`src/design/frt_pkg.sv`:
```
// Shared types and constants for the flow round-trip-time table.
// Used by frt_ctrl, frt_dp and flow_rtt_table; depends on nothing.
package frt_pkg;

	localparam int ENTRIES = 64;
	localparam int IDX_W   = (ENTRIES > 1) ? $clog2(ENTRIES) : 1;
	localparam int IP_W    = 32;
	localparam int PORT_W  = 16;
	localparam int PROTO_W = 8;
	localparam int RTT_W   = 16;
	localparam int KEY_W   = 2 * IP_W + 2 * PORT_W + PROTO_W;
	localparam int ENTRY_W = KEY_W + RTT_W;

	localparam logic [PROTO_W-1:0] TCP_PROTO = 8'd6;

	typedef enum logic {
		ACT_LOOKUP = 1'b0,
		ACT_INSERT = 1'b1
	} action_t;

	typedef enum logic [1:0] {
		ST_IDLE,
		ST_SCAN,
		ST_DRAIN,
		ST_FINISH
	} state_t;

	// controller -> datapath
	typedef struct packed {
		logic load;      // capture the incoming beat, clear scan trackers
		logic scan;      // issue one table read and advance the address
		logic commit;    // write the table and load the result register
	} cmd_t;

	// datapath -> controller
	typedef struct packed {
		logic scan_last; // the address being issued is the last entry
	} status_t;

endpackage

```
`src/design/frt_ctrl.sv`:
```
// Controller state machine for the flow round-trip-time table.
// Depends on frt_pkg; drives frt_dp through frt_pkg::cmd_t.
module frt_ctrl (
	input  logic              clk,
	input  logic              arst_n,
	input  logic              in_valid,
	output logic              in_stall,
	output logic              out_valid,
	input  logic              out_stall,
	input  frt_pkg::status_t  status,
	output frt_pkg::cmd_t     cmd
);

	frt_pkg::state_t state_q;
	frt_pkg::state_t state_d;
	logic            out_valid_q;
	logic            out_free;

	// result register can take a new beat if empty or being drained now
	assign out_free  = !out_valid_q || !out_stall;
	assign out_valid = out_valid_q;
	assign in_stall  = (state_q != frt_pkg::ST_IDLE);

	always_ff @(posedge clk or negedge arst_n) begin
		if (!arst_n) begin
			state_q <= frt_pkg::ST_IDLE;
		end else begin
			state_q <= state_d;
		end
	end

	always_ff @(posedge clk or negedge arst_n) begin
		if (!arst_n) begin
			out_valid_q <= 1'b0;
		end else if (cmd.commit) begin
			out_valid_q <= 1'b1;
		end else if (!out_stall) begin
			out_valid_q <= 1'b0;
		end
	end

	always_comb begin
		state_d     = state_q;
		cmd.load    = 1'b0;
		cmd.scan    = 1'b0;
		cmd.commit  = 1'b0;
		unique case (state_q)
			frt_pkg::ST_IDLE: begin
				if (in_valid) begin
					cmd.load = 1'b1;
					state_d  = frt_pkg::ST_SCAN;
				end
			end
			frt_pkg::ST_SCAN: begin
				cmd.scan = 1'b1;
				if (status.scan_last) begin
					state_d = frt_pkg::ST_DRAIN;
				end
			end
			frt_pkg::ST_DRAIN: begin
				state_d = frt_pkg::ST_FINISH;
			end
			frt_pkg::ST_FINISH: begin
				if (out_free) begin
					cmd.commit = 1'b1;
					state_d    = frt_pkg::ST_IDLE;
				end
			end
			default: begin
				state_d = frt_pkg::ST_IDLE;
			end
		endcase
	end

endmodule

```
`config.mk`:
```
export PLATFORM = sky130hd
export DESIGN_NAME = frt_ctrl
export DESIGN_NICKNAME = d
export VERILOG_FILES = /design/src/design/frt_pkg.sv /design/src/design/frt_ctrl.sv
export SDC_FILE = /design/constraint.sdc
export NUM_CORES = 1
export LEC_CHECK = 0
export ABC_AREA = 1
export BUFFER_PORTS_ARGS = -buffer_cell sky130_fd_sc_hd__clkbuf_2
export CAP_MARGIN = 30
export CELL_PAD_IN_SITES_DETAIL_PLACEMENT = 0
export CELL_PAD_IN_SITES_GLOBAL_PLACEMENT = 1
export CORE_AREA = 2 2 39 41
export CTS_CLUSTER_SIZE = 8
export DETAILED_ROUTE_END_ITERATION = 8
export DIE_AREA = 0 0 41 43
export PLACE_DENSITY = 0.6
export SLEW_MARGIN = 40
export SYNTH_ARGS = -nofsm -noshare
export SYNTH_HDL_FRONTEND = slang
export SYNTH_SLANG_ARGS = --single-unit
```
`constraint.sdc`:
```
create_clock -name clk -period 1.3 [get_ports clk]
set_clock_uncertainty 0.15 [all_clocks]
set_input_delay 0.325 -clock clk [delete_from_list [all_inputs] [get_ports clk]]
set_output_delay 0.325 -clock clk [all_outputs]
set_load 0.01 [all_outputs]
```
---- Word-level counts from Yosys, hierarchy flattened ----
Index checks and enable logic that the tools add are counted.
storage, ports and cells
  logic and storage cells ................. 26
  input port bits ......................... 5
  output and inout bits ................... 5
  register bits after elaboration ......... 3
operators by class
  multiplexer cells ....................... 11
  eq/ne operators ......................... 7
  reduce and logical (&&, ||, !) cells .... 6
operators with widths
  cell                                                              number
  2-bit case mux with 4 select lines                                1
  1-bit two-way mux                                                 7
  2-bit two-way mux                                                 3
  2-bit != test (second input constant)                             3
  2-bit == test (second input constant)                             2
  3-bit AND reduction                                               1
  2-bit by 1-bit == test with 1-bit output (second input constant)  1
  1-bit logical NOT                                                 2
  2-bit logical NOT                                                 1
  2-bit by 1-bit != test with 1-bit output (second input constant)  1
  2-bit nonzero test                                                1
  1-bit logical OR                                                  1

---- Longest topological paths before layout ----
Gate-level depths: netlist of the first run.
  depth in word-level cells ............... 5
  depth in mapped cells ................... 6
  gate-level depth less buffers ........... 6

---- Worst setup path before layout of the first run ----
Ideal clock, no wire load.
  kind .................................... flip-flop to output port
  start ................................... reg state_q[0]
  end ..................................... out cmd[2] (netlist bit)
  path buffers ............................ 0
  setup slack ............................. 0.012 ns
  arrival time ............................ 0.813 ns
  required time ........................... 0.825 ns
  stages on the path, launching flop included .. 5
  path through ............................ dfrtp_1 > inv_1 > ha_1 > nand2_1 > inv_1
RTL lines
  element                 RTL line        source
  from (decl)             frt_ctrl.sv:14  frt_pkg::state_t state_q;
  from (signal assigned)  frt_ctrl.sv:26  state_q <= frt_pkg::ST_IDLE;
  from (signal assigned)  frt_ctrl.sv:28  state_q <= state_d;
  to (decl)               frt_ctrl.sv:11  output frt_pkg::cmd_t cmd

==> results of run 1 <==
[cells in the mapped netlist]
cell / n / area (um^2)
nand4_1: 2 / 12.5
dfrtp_1: 3 / 75.1
ha_1: 5 / 62.6
a21oi_1: 1 / 5.00
inv_1: 9 / 33.8
nand2_1: 8 / 30.0
nand3_2: 2 / 20.0
nand2_2: 2 / 12.5
[power by group]
part / switching (mW) / internal, mW / total [mW]
clock network: 0.0425 / 0.115 / 0.157
logic: 0.366 / 0.488 / 0.854
registers: 0.0579 / 0.143 / 0.201
total: 0.466 / 0.746 / 1.21
[through the flow]
step | hold slack [ns] | TNS (ns) | std cells | setup WS (ns) | instance area, um^2
final | 0.221 | -1.25 | 75 | -0.288 | 499
after global routing | 0.223 | -1.57 | 75 | -0.339 | 499
after CTS | 0.215 | -1.18 | 71 | -0.302 | 460
after detailed placement | -0.0264 | -0.316 | 63 | -0.0858 | 362
after global placement | -0.0284 | -0.296 | 63 | -0.0811 | 362
after floorplan | -0.121 | 0 | 32 | 0.0119 | 251
[sequential cells by signal (all words and copies together) (netlist names)]
signal	count
state_q	2
out_valid	1
[cell type report]
class	instances	area share, %
Multi-Input combinational cell	20	36.3
Clock buffer	4	5.26
Tap cell	16	4.01
Timing Repair Buffer	23	32.6
Sequential cell	3	15.0
Inverter	9	6.77
[layer usage]
metal  vias up  GRT usage [%]  routed length [um]
met5         -              0                   0
met2         5           9.38                 288
met1       124           7.79                 262
met4         0           2.00                   0
li1        149              -                   -
met3         0           4.71                  20
[what timing repair did]
action                     CTS  global route
setup endpoints to repair    6             7
buffers inserted             3             4
pin swaps                    8             2
hold buffers                 1             0
resized for setup           12             5
hold endpoints to repair     3             0
[critical path, cell delays in order, from the launching register on]
cell and delay, ns:
dfrtp_1 0.41, ha_2 0.21, inv_2 0.04, a21oi_2 0.09, buf_2 0.13
[worst paths after layout]
kind	start	end	slack, ns	cells past startpoint
setup / recovery	state_q[0]$_DFFE_PN0P_	cmd[0]	-0.29	4
hold / removal	out_stall	out_valid$_DFFE_PN0P_	0.22	3
setup reg to reg	state_q[0]$_DFFE_PN0P_	state_q[1]$_DFFE_PN0P_	-0.12	7
hold reg to reg	out_valid$_DFFE_PN0P_	out_valid$_DFFE_PN0P_	0.42	2
max in group asynchronous	arst_n	state_q[1]$_DFFE_PN0P_	0.62	2
min in group asynchronous	arst_n	state_q[0]$_DFFE_PN0P_	0.28	2
[cells by family after synthesis]
logic type               count (synthesis)  synth area share [%]
AND/OR/NAND/NOR                         14                  29.8
buffers and inverters                    9                  13.4
adder cells (fa/ha/maj)                  5                  24.9
flip-flops                               3                  29.8
AO/OA/AOI/OAI                            1                  1.99
==> metrics.yaml, run 1 <==
outcome:
  outcome: "complete, but fails checks"
  violations: "negative setup slack"
worst_hold_path:
  hp-class: "primary input to flip-flop"
global_routing:
  antenna_found_initial: 0
  grt_max_degree: 5
  grt.total_usage_pct: 6.65
  first_global_vias: 224
  grt_pass1_wl_um: 772
  grt-ovfl-total: 0
clock_network:
  clk_latency_ns: 0.23
  cts_root_buffer: "clkbuf_4"
  clockBufferDepth: 2
  cts_sinks: 3
  numCtsBuffers: 3
  ctsHtreeMaxLevel: 1
  clkTransAtPathRegs_ns: 0.04
  cts_tree: "done"
routing:
  antenna_left: 0
  drt_iter0_markers: 2
  drc: 0
  drt_wl_total_um: 570
  via_per_inst: 3.71
  num_vias: 278
  wl_per_cell_um: 7.60
  drtPass1Iterations: 4
worst_setup_path:
  cp-start-kind: "flip-flop"
  setup.worst_path.class: "flip-flop to output port"
  path_max_fanout: 4
  end_kind: "output port"
  cp_data_required_time_ns: 0.82
  cp.arrival_ns: 1.11
pwr:
  ir_drop_mv: 0.642
  p_per_area_mw_per_mm2: 2430
  power_mw: 1.21
  leakage_nw: 0.287
sta:
  fmax_ghz: 0.630
  setup_violations: 6
  period_share_pct: 122
  tightest_slew_ns: 0.167
  fin_ws_ns: -0.288
  finalMaxSlewViolations: 0
  grt_setup_unrepaired: "true"
  period_needed_ns: 1.59
  finalHoldViolations: 0
  slew_headroom_pct: 88.9
synth:
  synthCells: 32
  syn_area_per_cell_um2: 7.86
  synth_cell_types: 8
  synth_seq_area_share_pct: 29.9
  syn-num-nets: 42
  netlist_area_um2: 251
  synth_seq_cells: 3
  ys_warn_count: 0
place:
  gp_congestion: 0.666
  dpl.hpwl_um: 399
  port_buffers: 9
floorplan:
  die_y_um: 43
  design.core.area_mm2: 0.00138
  start_util_pct: 18.2
  die_x_um: 41
  die_area_mm2: 0.00176
  top_level_ports: 10
  row_count: 14
cells_and_area:
  area_growth_pct: 98.5
  drive_gt1_share_pct: 64.4
  mostFrequentLayoutCell: "buf_4"
  final_core_util_pct: 36.1
  final_nets: 70
  multi_input_area_um2: 181
  seq_area_um2: 75.1
  num-fill-cells: 153
  antennaDiodeCount: 0
  layout_common_cells: "12 x buf_4, 8 x nand2_1, 6 x clkbuf_2"
flow_run:
  cap_violations: 0
Power figures use the tool's default switching activity.
==> run 2: changes to the inputs <==
Settings changed: ABC_AREA 1 to 0, PLACE_DENSITY 0.6 to 0.55.
==> metrics.yaml, run 2 <==
synth:
  synth_common_cells: "5 x ha_1, 4 x inv_1, 3 x dfrtp_1"
  synth_seq_cells: 3  # unchanged
  synthCells: 20  # -38%
  netlist_area_um2: 228  # -9.5%
  syn-num-nets: 30  # -29%
  synth_top_flop_cell: "dfrtp_1"
  yosysMostFrequentCell: "ha_1"
  synth.top_cell.area_share_pct: 33.0  # +3.1 points
  synth_top_family_by_area: "adder cells"
  yosys.area.top_type: "dfrtp_1"
  synth_xor_area_share_pct: 0  # unchanged
  synth-edff-count: 0  # unchanged
  syn_area_per_cell_um2: 11.4  # +45%
  synth_cell_types: 11  # +3
  synth-simple-area-share_pct: 8.79  # -21 points
  yosys.area_share.adder_pct: 27.5  # +2.6 points
  synth_top_cells_by_area: "dfrtp_1 33%, ha_1 27%, inv_1 6.6%"
  synth_seq_area_share_pct: 33.0  # +3.1 points
  ys_async_sr_fraction_pct: 100  # unchanged
  synth_compound_area_share_pct: 13.2  # +11 points
  ys_warn_count: 0  # unchanged
  muxShareOfSynthArea_pct: 11.0  # +11 points
pwr:
  leakage_nw: 0.236  # -18%
  ir_drop_mv: 1.11  # +72%
  internal-power_mw: 0.816  # +9.3%
  combinationalPowerShare_pct: 70.4  # about the same
  p_per_area_mw_per_mm2: 2620  # +7.9%
  power_mw: 1.27  # +4.6%
  seq_power_share_pct: 16.7  # about the same
  swShare_pct: 35.7  # -2.7 points
  clkPwrFrac_pct: 13.0  # about the same
  p_sw_mw: 0.453  # -2.8%
worst_setup_path:
  cp.arrival_ns: 1.14  # +0.03 ns
  crit_path_top_delay_cell: "dfrtp_1"
  cp-startpoint: "state_q[1]$_DFFE_PN0P_"
  critPathMaxStageDelay_ns: 0.40  # about the same
  cp_data_required_time_ns: 0.82  # about the same
  cp_num_buf_inv: 4  # +2
  path_max_fanout: 3  # -1
  path_cells: "inv_2, ha_4, inv_2, buf_6, buf_6"
  cp-start-kind: "flip-flop"
  setup.worst_path.class: "flip-flop to output port"
  worstReg2RegStart: "state_q[1]$_DFFE_PN0P_"
  path_delay_family: "flip-flops"
  end_kind: "output port"
worst_hold_path:
  hp-class: "primary input to flip-flop"
  hold_start: "out_stall"
place:
  gp_congestion: 0.591  # -11%
  dpl.hpwl_um: 415  # +3.9%
  port_buffers: 9  # unchanged
  placed_area_um2: 359  # -0.69%
floorplan:
  start_util_pct: 16.5  # -1.7 points
  top_level_ports: 10  # unchanged
  die_y_um: 43  # unchanged
  row_count: 14  # unchanged
  die_x_um: 41  # unchanged
  design.core.area_mm2: 0.00138  # unchanged
  die_area_mm2: 0.00176  # unchanged
routing:
  wl_per_cell_um: 10.3  # +35%
  drtPass1Iterations: 1  # -3
  drt_iter0_markers: 0  # -2
  drc: 0  # unchanged
  num_vias: 230  # -17%
  drt_wl_total_um: 626  # +9.8%
  antenna_left: 0  # unchanged
  via_per_inst: 3.77  # +1.7%
outcome:
  outcome: "complete, but fails checks"
  violations: "negative setup slack"
global_routing:
  grt_max_degree: 5  # unchanged
  first_global_vias: 261  # +17%
  grt_pass1_wl_um: 1060  # +37%
  grt-ovfl-total: 0  # unchanged
  antenna_found_initial: 0  # unchanged
  grt.total_usage_pct: 9.56  # +2.9 points
clock_network:
  numCtsBuffers: 3  # unchanged
  cts_tree: "done"
  ctsHtreeMaxLevel: 1  # unchanged
  clk_latency_ns: 0.23  # about the same
  cts_root_buffer: "clkbuf_4"
  clkTransAtPathRegs_ns: 0.04  # about the same
  cts_sinks: 3  # unchanged
  clockBufferDepth: 2  # unchanged
sta:
  period_share_pct: 124  # +2.3 points
  finalHoldViolations: 0  # unchanged
  fin_ws_ns: -0.318  # -0.0293 ns
  hold_slack_ns: 0.215  # -0.00578 ns
  slew_headroom_pct: 85.8  # -3.1 points
  fmax_ghz: 0.618  # -1.8%
  tightest_slew_ns: 0.213  # +0.0461 ns
  grt_setup_unrepaired: "true"
  setup_violations: 6  # unchanged
  finalMaxSlewViolations: 0  # unchanged
  period_needed_ns: 1.62  # +0.0293 ns
flow_run:
  cap_violations: 0  # unchanged
cells_and_area:
  final_core_util_pct: 35.0  # -1.1 points
  num-fill-cells: 144  # -5.9%
  final_nets: 56  # -20%
  mostFrequentLayoutCell: "buf_4"
  antennaDiodeCount: 0  # unchanged
  drive_gt1_share_pct: 82.2  # +18 points
  area_growth_pct: 113
  fin_area_um2: 484  # -3.0%
  layout_common_cells: "8 x buf_4, 6 x clkbuf_2, 5 x buf_6"
  largest_reg_flops: 2  # unchanged
  regMostFlops: "state_q"
## run 2: cell types whose count changed in the layout (fill, tap and decap cells not counted), sizes merged, moves of 2 or more
cell,previous run,this run
nand2,10,0
nand4,2,0
buf,16,14
inv,9,4
## run 2: layer usage
metal | wire, um | global-route usage, % | up-vias | part of all wire, %
li1 | - | - | 115 | -
met1 | 211 | 9.39 | 109 | 34
met2 | 379 | 15.0 | 6 | 61
met3 | 34 | 4.71 | 0 | 5.4
met4 | 0 | 6.00 | 0 | 0
met5 | 0 | 0 | - | 0
## run 2: power by group through the flow
stage                     Sequential [mW]  Clock [mW]  Combinational, mW
after floorplan                     0.210           0              0.369
after global placement              0.202           0              0.604
after detailed placement            0.207           0              0.622
after CTS                           0.208       0.175              0.834
after global routing                0.219       0.190              0.991
final                               0.211       0.165              0.893
## run 2: cells by family (layout without fill, tap and decap cells)
| group | Yosys count | count (layout) |
|---|---|---|
| AO/OA/AOI/OAI | 3 | 3 |
| multiplexers | 2 | 2 |
| flip-flops | 3 | 3 |
| buffers and inverters | 4 | 29 |
| adder cells (fa/ha/maj) | 5 | 5 |
| AND/OR/NAND/NOR | 3 | 3 |
## run 2: worst register-to-register path, delay by kind of cell, from the launching register on
family	cells	cell delay (ns)
flip-flops	1	0.40
adder cells (fa/ha/maj)	1	0.14
buffers and inverters	3	0.27
multiplexers	1	0.32
AO/OA/AOI/OAI	1	0.17
## run 2: stage by stage
step | setup TNS, ns | worst slack, ns | instances
after CTS | -1.68 | -0.334 | 59
after floorplan | -0.166 | -0.166 | 20
final | -1.60 | -0.318 | 61
after detailed placement | -0.613 | -0.217 | 50
after global placement | -0.488 | -0.175 | 50
after global routing | -1.99 | -0.379 | 61
## run 2: timing repair
action                     CTS  global route
hold buffers                 1             0
pin swaps                    2             2
setup endpoints to repair    6             7
resized for setup            7             4
hold endpoints to repair     3             0
setup buffers                4             2
## run 2: worst paths after layout
check | to | slack (ns) | depth (start not counted)
setup reg to reg | state_q[1]$_DFFE_PN0P_ | -0.27 | 6
hold / removal | out_valid$_DFFE_PN0P_ | 0.21 | 2
hold reg to reg | out_valid$_DFFE_PN0P_ | 0.41 | 1
max in group asynchronous | state_q[0]$_DFFE_PN0P_ | 0.59 | 2
setup / recovery | in_stall | -0.32 | 5
min in group asynchronous | state_q[0]$_DFFE_PN0P_ | 0.28 | 2
## run 2: layout make-up
cell class | count | area (um^2) | share of cell area [%]
tap | 16 | 20.0 | 4.13
timing repair buffer | 21 | 161 | 33.3
sequential | 3 | 76.3 | 15.8
clock buffer | 4 | 26.3 | 5.43
multi-input combinational | 13 | 185 | 38.2
inverter | 4 | 15.0 | 3.10
